<file path="config.mk">
export PLATFORM = sky130hd
export DESIGN_NAME = svg_path_token_sequencer
export DESIGN_NICKNAME = d
export VERILOG_FILES = /design/src/sv/svgpts_pkg.sv /design/src/sv/svg_path_token_sequencer.sv
export SDC_FILE = /design/constraint.sdc
export NUM_CORES = 1
export LEC_CHECK = 0
export ABC_AREA = 1
export BUFFER_PORTS_ARGS = -buffer_cell sky130_fd_sc_hd__buf_2
export CAP_MARGIN = 20
export CORE_MARGIN = 4
export CORE_UTILIZATION = 60
export DETAILED_ROUTE_END_ITERATION = 12
export GPL_ROUTABILITY_DRIVEN = 0
export GPL_TIMING_DRIVEN = 0
export PLACE_DENSITY_LB_ADDON = 0.1
export SLEW_MARGIN = 20
export SYNTH_ARGS = -nofsm -noshare
export SYNTH_HDL_FRONTEND = slang
export SYNTH_SLANG_ARGS = --single-unit
</file>
<file path="constraint.sdc">
create_clock -name clk -period 5.15 [get_ports clk]
set_input_delay 0.2575 -clock clk [delete_from_list [all_inputs] [get_ports clk]]
set_output_delay 0.2575 -clock clk [all_outputs]
set_load 0.01 [all_outputs]
</file>
<file path="src/sv/svgpts_pkg.sv">
// ---------------------------------------------------------------------------
// svgpts_pkg: shared types and constants for the path token sequencer
// Kind codes, argument counts, letter decode and the result record.
// ---------------------------------------------------------------------------
package svgpts_pkg;

	localparam int ValueW = 32;

	typedef logic [3:0] kind_t;
	typedef logic [2:0] slot_t;

	localparam kind_t KIND_M    = 4'd0;
	localparam kind_t KIND_L    = 4'd1;
	localparam kind_t KIND_H    = 4'd2;
	localparam kind_t KIND_V    = 4'd3;
	localparam kind_t KIND_C    = 4'd4;
	localparam kind_t KIND_S    = 4'd5;
	localparam kind_t KIND_Q    = 4'd6;
	localparam kind_t KIND_T    = 4'd7;
	localparam kind_t KIND_A    = 4'd8;
	localparam kind_t KIND_Z    = 4'd9;
	localparam kind_t KIND_NONE = 4'd15;

	// arc flag slots
	localparam slot_t SLOT_LARGE_ARC = 3'd3;
	localparam slot_t SLOT_SWEEP     = 3'd4;

	// 0.5 in Q16.16
	localparam logic [ValueW-1:0] HALF_Q16 = 32'h0000_8000;

	typedef struct packed {
		logic  known;
		kind_t kind;
		logic  rel;
	} letter_dec_t;

	typedef struct packed {
		kind_t             kind;
		logic              rel;
		slot_t             slot;
		logic [ValueW-1:0] arg;
		logic              done;
		logic              err;
	} result_t;

	function automatic letter_dec_t decode_letter(input logic [7:0] ch);
		letter_dec_t d;
		d = '{known: 1'b1, kind: KIND_NONE, rel: 1'b0};
		case (ch)
			"M": d.kind = KIND_M;
			"L": d.kind = KIND_L;
			"H": d.kind = KIND_H;
			"V": d.kind = KIND_V;
			"C": d.kind = KIND_C;
			"S": d.kind = KIND_S;
			"Q": d.kind = KIND_Q;
			"T": d.kind = KIND_T;
			"A": d.kind = KIND_A;
			"Z": d.kind = KIND_Z;
			"m": begin d.kind = KIND_M; d.rel = 1'b1; end
			"l": begin d.kind = KIND_L; d.rel = 1'b1; end
			"h": begin d.kind = KIND_H; d.rel = 1'b1; end
			"v": begin d.kind = KIND_V; d.rel = 1'b1; end
			"c": begin d.kind = KIND_C; d.rel = 1'b1; end
			"s": begin d.kind = KIND_S; d.rel = 1'b1; end
			"q": begin d.kind = KIND_Q; d.rel = 1'b1; end
			"t": begin d.kind = KIND_T; d.rel = 1'b1; end
			"a": begin d.kind = KIND_A; d.rel = 1'b1; end
			"z": begin d.kind = KIND_Z; d.rel = 1'b1; end
			default: d.known = 1'b0;
		endcase
		return d;
	endfunction

	// arguments per segment kind
	function automatic logic [2:0] arg_count(input kind_t k);
		logic [2:0] n;
		case (k)
			KIND_M, KIND_L, KIND_T: n = 3'd2;
			KIND_H, KIND_V:         n = 3'd1;
			KIND_C:                 n = 3'd6;
			KIND_S, KIND_Q:         n = 3'd4;
			KIND_A:                 n = 3'd7;
			default:                n = 3'd0;
		endcase
		return n;
	endfunction

endpackage

</file>
<file path="src/sv/svg_path_token_sequencer.sv">
// ---------------------------------------------------------------------------
// svg_path_token_sequencer: SVG path-data token sequencer
// Turns command letters and Q16.16 numbers into labeled segment arguments.
// ---------------------------------------------------------------------------
// Usage:
//   Input channel (in_valid/in_ready) carries one token per transfer: a
//   command letter (token_is_number = 0) or a number (token_is_number = 1).
//   Output channel (out_valid/out_ready) carries at most one result per
//   token: an argument labeled with segment kind, mode and slot, a closepath,
//   or an error. A plain command letter other than Z gives no result.
//   A result is registered before it reaches the output. Throughput: one
//   token per cycle while in_ready is high, set by the single state
//   update and result register stage.
//   A two-entry output stage (result register plus skid register) lets the
//   block take a token while a result waits; in_ready drops only when both
//   entries hold results, and rises again as soon as the receiver takes one.
//   in_ready is a registered signal with no path from out_ready.
//   Reset: arst_n clears the sequencer state (no active or previous command)
//   and empties the output stage; no cleanup pass is needed.
// ---------------------------------------------------------------------------
module svg_path_token_sequencer import svgpts_pkg::*; (
	input  logic              clk,
	input  logic              arst_n,
	input  logic              in_valid,
	output logic              in_ready,
	input  logic              token_is_number,
	input  logic [7:0]        letter,
	input  logic signed [31:0] value,
	output logic              out_valid,
	input  logic              out_ready,
	output logic [3:0]        segment_kind,
	output logic              relative,
	output logic [2:0]        slot,
	output logic signed [31:0] arg_value,
	output logic              segment_done,
	output logic              error
);

	// sequencer state
	kind_t active_kind_q;
	logic  active_rel_q;
	slot_t arg_index_q;
	kind_t prev_kind_q;
	logic  prev_rel_q;

	// output stage
	result_t out_q, skid_q;
	logic    out_v_q, skid_v_q;

	// next-state / result
	kind_t       active_kind_d;
	logic        active_rel_d;
	slot_t       arg_index_d;
	kind_t       prev_kind_d;
	logic        prev_rel_d;
	result_t     res;
	logic        has_res;
	letter_dec_t dec;
	logic        act_ok, prev_ok;
	kind_t       eff_kind;
	logic        eff_rel;
	slot_t       eff_slot;
	logic [3:0]  slot_next;

	logic accept, push, pop;

	assign accept = in_valid && in_ready;
	assign push   = accept && has_res;
	assign pop    = out_v_q && out_ready;

	always_comb begin
		dec           = decode_letter(letter);
		act_ok        = (active_kind_q <= KIND_A);
		prev_ok       = (prev_kind_q <= KIND_A);
		// implicit repeat: with no active command, reuse the last one (move -> line)
		eff_kind      = act_ok ? active_kind_q : ((prev_kind_q == KIND_M) ? KIND_L : prev_kind_q);
		eff_rel       = act_ok ? active_rel_q : prev_rel_q;
		eff_slot      = act_ok ? arg_index_q : '0;
		slot_next     = {1'b0, eff_slot} + 4'd1;

		active_kind_d = active_kind_q;
		active_rel_d  = active_rel_q;
		arg_index_d   = arg_index_q;
		prev_kind_d   = prev_kind_q;
		prev_rel_d    = prev_rel_q;
		res           = '0;
		has_res       = 1'b0;

		if (!token_is_number) begin
			if (!dec.known) begin
				has_res = 1'b1;
				res.err = 1'b1;
			end else if (dec.kind == KIND_Z) begin
				// closepath completes at once and forgets any command
				has_res       = 1'b1;
				res.kind      = KIND_Z;
				res.rel       = dec.rel;
				res.done      = 1'b1;
				active_kind_d = KIND_NONE;
				active_rel_d  = 1'b0;
				arg_index_d   = '0;
				prev_kind_d   = KIND_NONE;
				prev_rel_d    = 1'b0;
			end else begin
				active_kind_d = dec.kind;
				active_rel_d  = dec.rel;
				arg_index_d   = '0;
			end
		end else if (!act_ok && !prev_ok) begin
			has_res = 1'b1;
			res.err = 1'b1;
		end else begin
			has_res  = 1'b1;
			res.kind = eff_kind;
			res.rel  = eff_rel;
			res.slot = eff_slot;
			res.arg  = value;
			if (eff_kind == KIND_A && (eff_slot == SLOT_LARGE_ARC || eff_slot == SLOT_SWEEP))
				res.arg = {31'd0, (!value[31] && (value > HALF_Q16))};
			res.done = (slot_next >= {1'b0, arg_count(eff_kind)});
			if (res.done) begin
				prev_kind_d   = eff_kind;
				prev_rel_d    = eff_rel;
				active_kind_d = KIND_NONE;
				active_rel_d  = 1'b0;
				arg_index_d   = '0;
			end else begin
				active_kind_d = eff_kind;
				active_rel_d  = eff_rel;
				arg_index_d   = slot_next[2:0];
			end
		end
	end

	always_ff @(posedge clk or negedge arst_n) begin
		if (!arst_n) begin
			active_kind_q <= KIND_NONE;
			active_rel_q  <= 1'b0;
			arg_index_q   <= '0;
			prev_kind_q   <= KIND_NONE;
			prev_rel_q    <= 1'b0;
		end else if (accept) begin
			active_kind_q <= active_kind_d;
			active_rel_q  <= active_rel_d;
			arg_index_q   <= arg_index_d;
			prev_kind_q   <= prev_kind_d;
			prev_rel_q    <= prev_rel_d;
		end
	end

	// output valid bits
	always_ff @(posedge clk or negedge arst_n) begin
		if (!arst_n) begin
			out_v_q  <= 1'b0;
			skid_v_q <= 1'b0;
		end else if (skid_v_q) begin
			// input stalled; drain skid into the result register
			if (pop)
				skid_v_q <= 1'b0;
		end else if (push) begin
			if (!out_v_q || pop)
				out_v_q <= 1'b1;
			else
				skid_v_q <= 1'b1;
		end else if (pop) begin
			out_v_q <= 1'b0;
		end
	end

	// output payload
	always_ff @(posedge clk) begin
		if (skid_v_q) begin
			if (pop)
				out_q <= skid_q;
		end else if (push) begin
			if (!out_v_q || pop)
				out_q <= res;
			else
				skid_q <= res;
		end
	end

	assign in_ready     = !skid_v_q;
	assign out_valid    = out_v_q;
	assign segment_kind = out_q.kind;
	assign relative     = out_q.rel;
	assign slot         = out_q.slot;
	assign arg_value    = out_q.arg;
	assign segment_done = out_q.done;
	assign error        = out_q.err;

endmodule

</file>
-- Yosys cells after proc, flatten, opt, wreduce, memory -nomap -nowiden
Memory sizes are Yosys's and may differ from the RTL's.
Cells that the tools add are included.
- mux-type cells: 57
- bitwise operators: 2
- $lt $le $gt $ge: 4
- equal/unequal tests: 28
- add/subtract/negate cells: 1
- divide/modulo/power cells: 0
- reduce and logical (&&, ||, !) cells: 36
- shift operators: 0
- multiply operators: 0
- operator list (operator ; count):
    2-to-1 mux 42 bit ; 4
    == test 8 x 7 -> 1 bit (second input constant) ; 20
    2-to-1 mux 4 bit ; 12
    2-to-1 mux 41 bit ; 1
    one-hot mux 4 bit (10 select lines) ; 1
    2-to-1 mux 35 bit ; 1
    greater-than comparator 32 x 16 -> 1 bit (second input constant) ; 1
    2-to-1 mux 32 bit ; 1
    2-to-1 mux 1 bit ; 26
    2-to-1 mux 3 bit ; 7
    OR reduction 2 bit ; 10
    OR reduction 20 bit ; 1
    2-to-1 mux 5 bit ; 3
    AND reduction 3 bit ; 4
    nonzero test 2 bit ; 5
    OR reduction 10 bit ; 1
    == test 4 bit (second input constant) ; 2
    less-or-equal comparator 4 bit (second input constant) ; 2
    logical AND 1 bit ; 6
    inequality test 2 x 1 -> 1 bit (second input constant) ; 3
    logical NOT 1 bit ; 5
    AND reduction 5 bit ; 1
    adder 3 x 1 -> 4 bit (second input constant) ; 1
    greater-or-equal comparator 4 x 3 -> 1 bit ; 1
    other kinds (7) ; 9
- input port bits: 45
- bits in writable memories: 0
- output and inout bits: 44
- flip-flop bits (word level): 99
- word-level logic and storage cells: 148
- bits in latches: 0
- memories kept: 1
- ROM bits: 48
- memory list (memory ; depth ; bits a word ; rd ports ; clocked after memory_dff ; wr ports ; line ; source):
    (name not given) ; 16 ; 3 ; 1 ; 0 ; 0 ; svgpts_pkg.sv:78 ; case (k)

-- Depth between registers and ports, before layout
An unclocked memory read counts as a cell.
- depth after elaboration: 12
- gate-level depth with buffers: 19

-- Least setup slack after synthesis
Ideal clock, no wire load.
- kind: input-to-reg
- start point: input letter[7]
- end point: register out_q (netlist bit arg_value[0]) (enable)
- data required time: 4.697 ns
- data arrival time: 3.043 ns
- cell stages on the path: 10
- path slack: 1.654 ns
- buffers on the path: 0
- cell sequence: inv_2 > nand2_4 > nor2_2 > nand2_1 > nand2_2 > nor2_2 > nand3_1 > nor2_1 > o21ai_1 > a21boi_1
- cells in the longest elaborated chain, start to end: 10
- elaborated cells on any way between the ends: 40
- those cells by class: eq/ne: 21; mux: 5; reduce/logical: 14
- ends and longest elaborated chain (what ; line ; source):
    from (decl) ; svg_path_token_sequencer.sv:27 ; input logic [7:0] letter,
    == test 8 x 7 -> 1 bit ; svgpts_pkg.sv:49 ; case (ch)
    OR reduction 2 bit (no source line) ; - ;
    one-hot mux 4 bit (10 select lines) ; svgpts_pkg.sv:49 ;
    == test 4 bit ; svg_path_token_sequencer.sv:93 ; end else if (dec.kind == KIND_Z) begin
    2-to-1 mux 1 bit ; svg_path_token_sequencer.sv:93 ;
    2-to-1 mux 1 bit * ; svg_path_token_sequencer.sv:90 ; if (!dec.known) begin
    2-to-1 mux 1 bit * ; svg_path_token_sequencer.sv:89 ; if (!token_is_number) begin
    logical AND 1 bit * ; svg_path_token_sequencer.sv:68 ; assign push = accept && has_res;
    nonzero test 2 bit (no source line) * ; - ;
    AND reduction 3 bit (no source line) * ; - ;
    to (signal assigned) ; svg_path_token_sequencer.sv:174 ; out_q <= skid_q;
    to (signal assigned) ; svg_path_token_sequencer.sv:177 ; out_q <= res;
    to (decl) ; svg_path_token_sequencer.sv:47 ; result_t out_q, skid_q;
Every way passes the cells marked *; elsewhere a longest branch is shown, timed or not.
A chain may end at the register's enable or synchronous reset.

-- Final worst setup path
- start point: register active_kind_q[1]
- end point: register prev_kind_q[2]
- cells in the longest elaborated chain, start to end: 8
- elaborated cells on any way between the ends: 16
- those cells by class: add/sub: 1; order compare: 2; eq/ne: 2; mux: 7; reduce/logical: 3; memory: 1
- ends and longest elaborated chain (what ; line ; source):
    from (decl) ; svg_path_token_sequencer.sv:40 ; kind_t active_kind_q;
    from (signal assigned) ; svg_path_token_sequencer.sv:143 ; active_kind_q <= active_kind_d;
    less-or-equal comparator 4 bit ; svg_path_token_sequencer.sv:73 ; act_ok = (active_kind_q <= KIND_A);
    2-to-1 mux 4 bit ; svg_path_token_sequencer.sv:76 ; eff_kind = act_ok ? active_kind_q : ((prev_kind_q == KIND_M) ? KIND_L : prev_kind_q);
    memory read (16 x 3 bit) ; - ;
    2-to-1 mux 3 bit ; svg_path_token_sequencer.sv:109 ; end else if (!act_ok && !prev_ok) begin
    2-to-1 mux 3 bit ; svg_path_token_sequencer.sv:89 ;
    greater-or-equal comparator 4 x 3 -> 1 bit ; svg_path_token_sequencer.sv:120 ; res.done = (slot_next >= {1'b0, arg_count(eff_kind)});
    inequality test 2 x 1 -> 1 bit (no source line) ; - ;
    AND reduction 5 bit (no source line) ; - ;
    to (signal assigned) ; svg_path_token_sequencer.sv:146 ; prev_kind_q <= prev_kind_d;
    to (decl) ; svg_path_token_sequencer.sv:43 ; kind_t prev_kind_q;
Several ways; a longest one is shown, not always the timed one. The select of a mux whose other input is x is not followed.

==> metrics.txt <==
Final ANT Viol Nets 0; Hold-fix buffers, CTS 1; Remaining DRCs 0; CP max-delay cell dfstp_2; Top delay family on crit path compound AO/OA/AOI/OAI gates; Critical Path AT 3.19 ns; Post-Place Worst Slack 2.30 ns; Comb pwr share 36.5%; mean routed wirelength per cell 14.2 um; die footprint 9830 um2; CTS buffer count 9; Max FO, Critical Path 10; NetSw 966 uW; switching part of the total power 37.5%; Reg area 2910 um2; Power Internal 1610 uW; initial antenna violation count 0; clock buffer depth 2; first-pass GRT wire length 18000 um; Synth Area per Inst 9.05 um2; Mapped Area 4980 um2; largest area contributor in the netlist edfxtp_1; number of global-route vias before repair 3918; CP Capture Type flop; core footprint 7890 um2; clk sinks 99; Root Buffer clkbuf_8; Detailed Place HPWL 8120 um; io pins 89; share of the synthesized area in the top cell type 50.6%; clock skew 0.0171 ns; initial DRC count 213; CTS-repair resized insts 0; Flop pwr share 45.3%; f_max 344 MHz; Synth cell types 37; crit-path max cell delay 0.55 ns; CTS tree yes; final WL 10800 um; Diodes inserted 0; Final setup viols 0; Post-CTS Setup Bufs 0; Leak Pwr 0.00270 uW; Max IR drop VDD 0.242 mV; Synth area leaders edfxtp_1 51%, nand2_1 16%, nor2_1 4.4%; Clk pwr share 18.2%; Slew @ Worst Pin 0.608 ns; startpoint types flop; Die Y 99.2 um; GRT Total Usage 22.7%; relative max-transition margin 59.4%; multi-input gate area in the final layout 1840 um2; detailed-route via count 4022; worst path bufs/invs 3; kind of critical path reg2reg; period utilization 56.4%; final setup TNS 0 ns; Post-Synthesis Cells 551; syn nets 601; PnR Total Power 2580 uW; H-tree levels 3; Fin Hold WS 0.209 ns; Die W 99.2 um; drt first pass iters 5; post-route minimum period 2.91 ns; initial core utilization 63.2%; HP Class in2reg; R2R Setup Slk 2.24 ns; largest net degree at the start of global routing 25; Final Slew Violations 0; number of synthesized register bits 99; fillcell total 587; Clock transition at path regs 0.09 ns; share of layout cells above drive strength 1 25.6%; Overflow after GRT 0; Max-cap violations 0; port buffer count 88; Synth-to-Final Area Change 17.3%; crit-path cells inv_1 > nand3_2 > nand2_4 > inv_1 > o21ai_0 > a21oi_1 > o21ai_0 > a21oi_1 > ha_1 > o21ai_0 > nand2_1 > a21oi_1 > nand2_1 > inv_2 > o21ai_4 > nand2_2 > nand2_1 > o21ai_1; PwrDens 441 nW/um2; final worst setup slack 2.24 ns; outcome finished clean; Core Rows 32; clock latency on the worst-skew pair 0.37 ns; Via density 5.29; nets 704; register area share after synthesis 58.3%; RSZ-0062 raised after global routing no; Critical Path RT 5.44 ns; Final Hold Fails 0; yosys warns 0
## synthesized netlist by cell type
cell type / instances
a21boi_0: 1
a21boi_1: 1
a21oi_1: 6
a22oi_1: 1
a31oi_1: 1
buf_1: 4
buf_12: 1
buf_2: 6
clkbuf_1: 6
dfrtp_1: 7
dfstp_2: 8
edfxtp_1: 84
ha_1: 5
inv_1: 37
inv_2: 8
nand2_1: 219
nand2_2: 10
nand2_4: 2
nand3_1: 10
nand3_2: 2
nand3_4: 1
nand4_1: 6
nor2_1: 59
nor2_2: 5
nor2_4: 3
nor3_1: 8
nor3_2: 6
nor4_1: 4
o21a_1: 3
o21ai_0: 18
o21ai_1: 7
o21ai_2: 7
o21ai_4: 1
o22ai_1: 1
o2bb2ai_1: 1
or2_2: 1
xnor2_1: 1
## layout make-up
type	instances	share of cell area [%]
clock inverters	6	0.942
repair buffers	92	9.12
plain buffers	17	1.50
well taps	102	2.18
clock buffers	10	2.18
inverters	45	2.89
flip-flops and latches	99	49.7
multi-input cells	390	31.5
## registers in the layout, summed over array words and instances (netlist names)
name / cells
relative: 1
arg_value: 32
prev_kind_q: 4
out_valid: 1
active_kind_q: 4
active_rel_q: 1
skid_q: 42
prev_rel_q: 1
skid_v_q: 1
slot: 3
segment_kind: 4
error: 1
arg_index_q: 3
segment_done: 1
## power by group through the flow
stage | combinational [uW] | clock (uW) | sequential, uW
after CTS | 949 | 475 | 1170
after detailed placement | 937 | 0 | 1190
final | 941 | 471 | 1170
after global placement | 872 | 0 | 1190
after floorplan | 595 | 0 | 1220
after global routing | 1060 | 513 | 1180
## stage by stage
step | util [%] | cells | area [um2]
finish | 74.1 | 761 | 5850
global route | 74.1 | 761 | 5850
CTS | 74.1 | 761 | 5850
detailed placement | 71.7 | 744 | 5650
global placement | 70.4 | 741 | 5550
floorplan | - | 551 | 4980
## worst paths after layout
kind / startpoint / endpoint / cells past startpoint
setup / recovery: active_kind_q[1]$_DFFE_PN1P_ / prev_kind_q[2]$_DFFE_PN1P_ / 18
hold / removal: out_ready / out_valid$_DFFE_PN0P_ / 4
setup reg to reg: active_kind_q[1]$_DFFE_PN1P_ / prev_kind_q[2]$_DFFE_PN1P_ / 18
hold reg to reg: active_kind_q[2]$_DFFE_PN1P_ / active_kind_q[2]$_DFFE_PN1P_ / 2
max in group asynchronous: arst_n / prev_kind_q[3]$_DFFE_PN1P_ / 2
min in group asynchronous: arst_n / skid_v_q$_DFF_PN0_ / 2
## worst min-delay path: stages
cell and delay [ns]:
buf_2 0.09, inv_1 0.06, o21ai_0 0.07, nand2_1 0.06
## cells by family after synthesis
logic type	share of synthesized area, %
xor+xnor	0.176
buf+inv	5.15
fa+ha+maj	1.26
flops	58.3
compound gates	6.00
simple gates	29.1
## metal layers
metal / vias up / share of wire, % / track usage, %
met5: - / 0 / 0
met3: 20 / 6.7 / 4.42
met1: 1843 / 44 / 31.6
met4: 0 / 1.8 / 7.14
met2: 149 / 47 / 36.2
li1: 2010 / - / -
## layout by cell type (no fill, tap or decap), types with 3 or more instances in the layout
master and n:
o21ai_0 18, buf_1 4, nor3_1 8, nor4_1 4
nand3_1 10, nor3_2 6, buf_16 3, nand4_1 6
nor2_4 4, dfstp_2 8, ha_1 5, nand2_1 219
nand2_2 10, clkbuf_1 7, edfxtp_1 84, o21ai_2 7
nor2_2 5, a21oi_1 6, o21a_1 3, nor2_1 58
o21ai_1 7, clkbuf_8 9, dfrtp_1 7, inv_1 37
buf_2 94, inv_2 8, inv_6 3
Note: power is estimated with default switching activity, not from simulation.
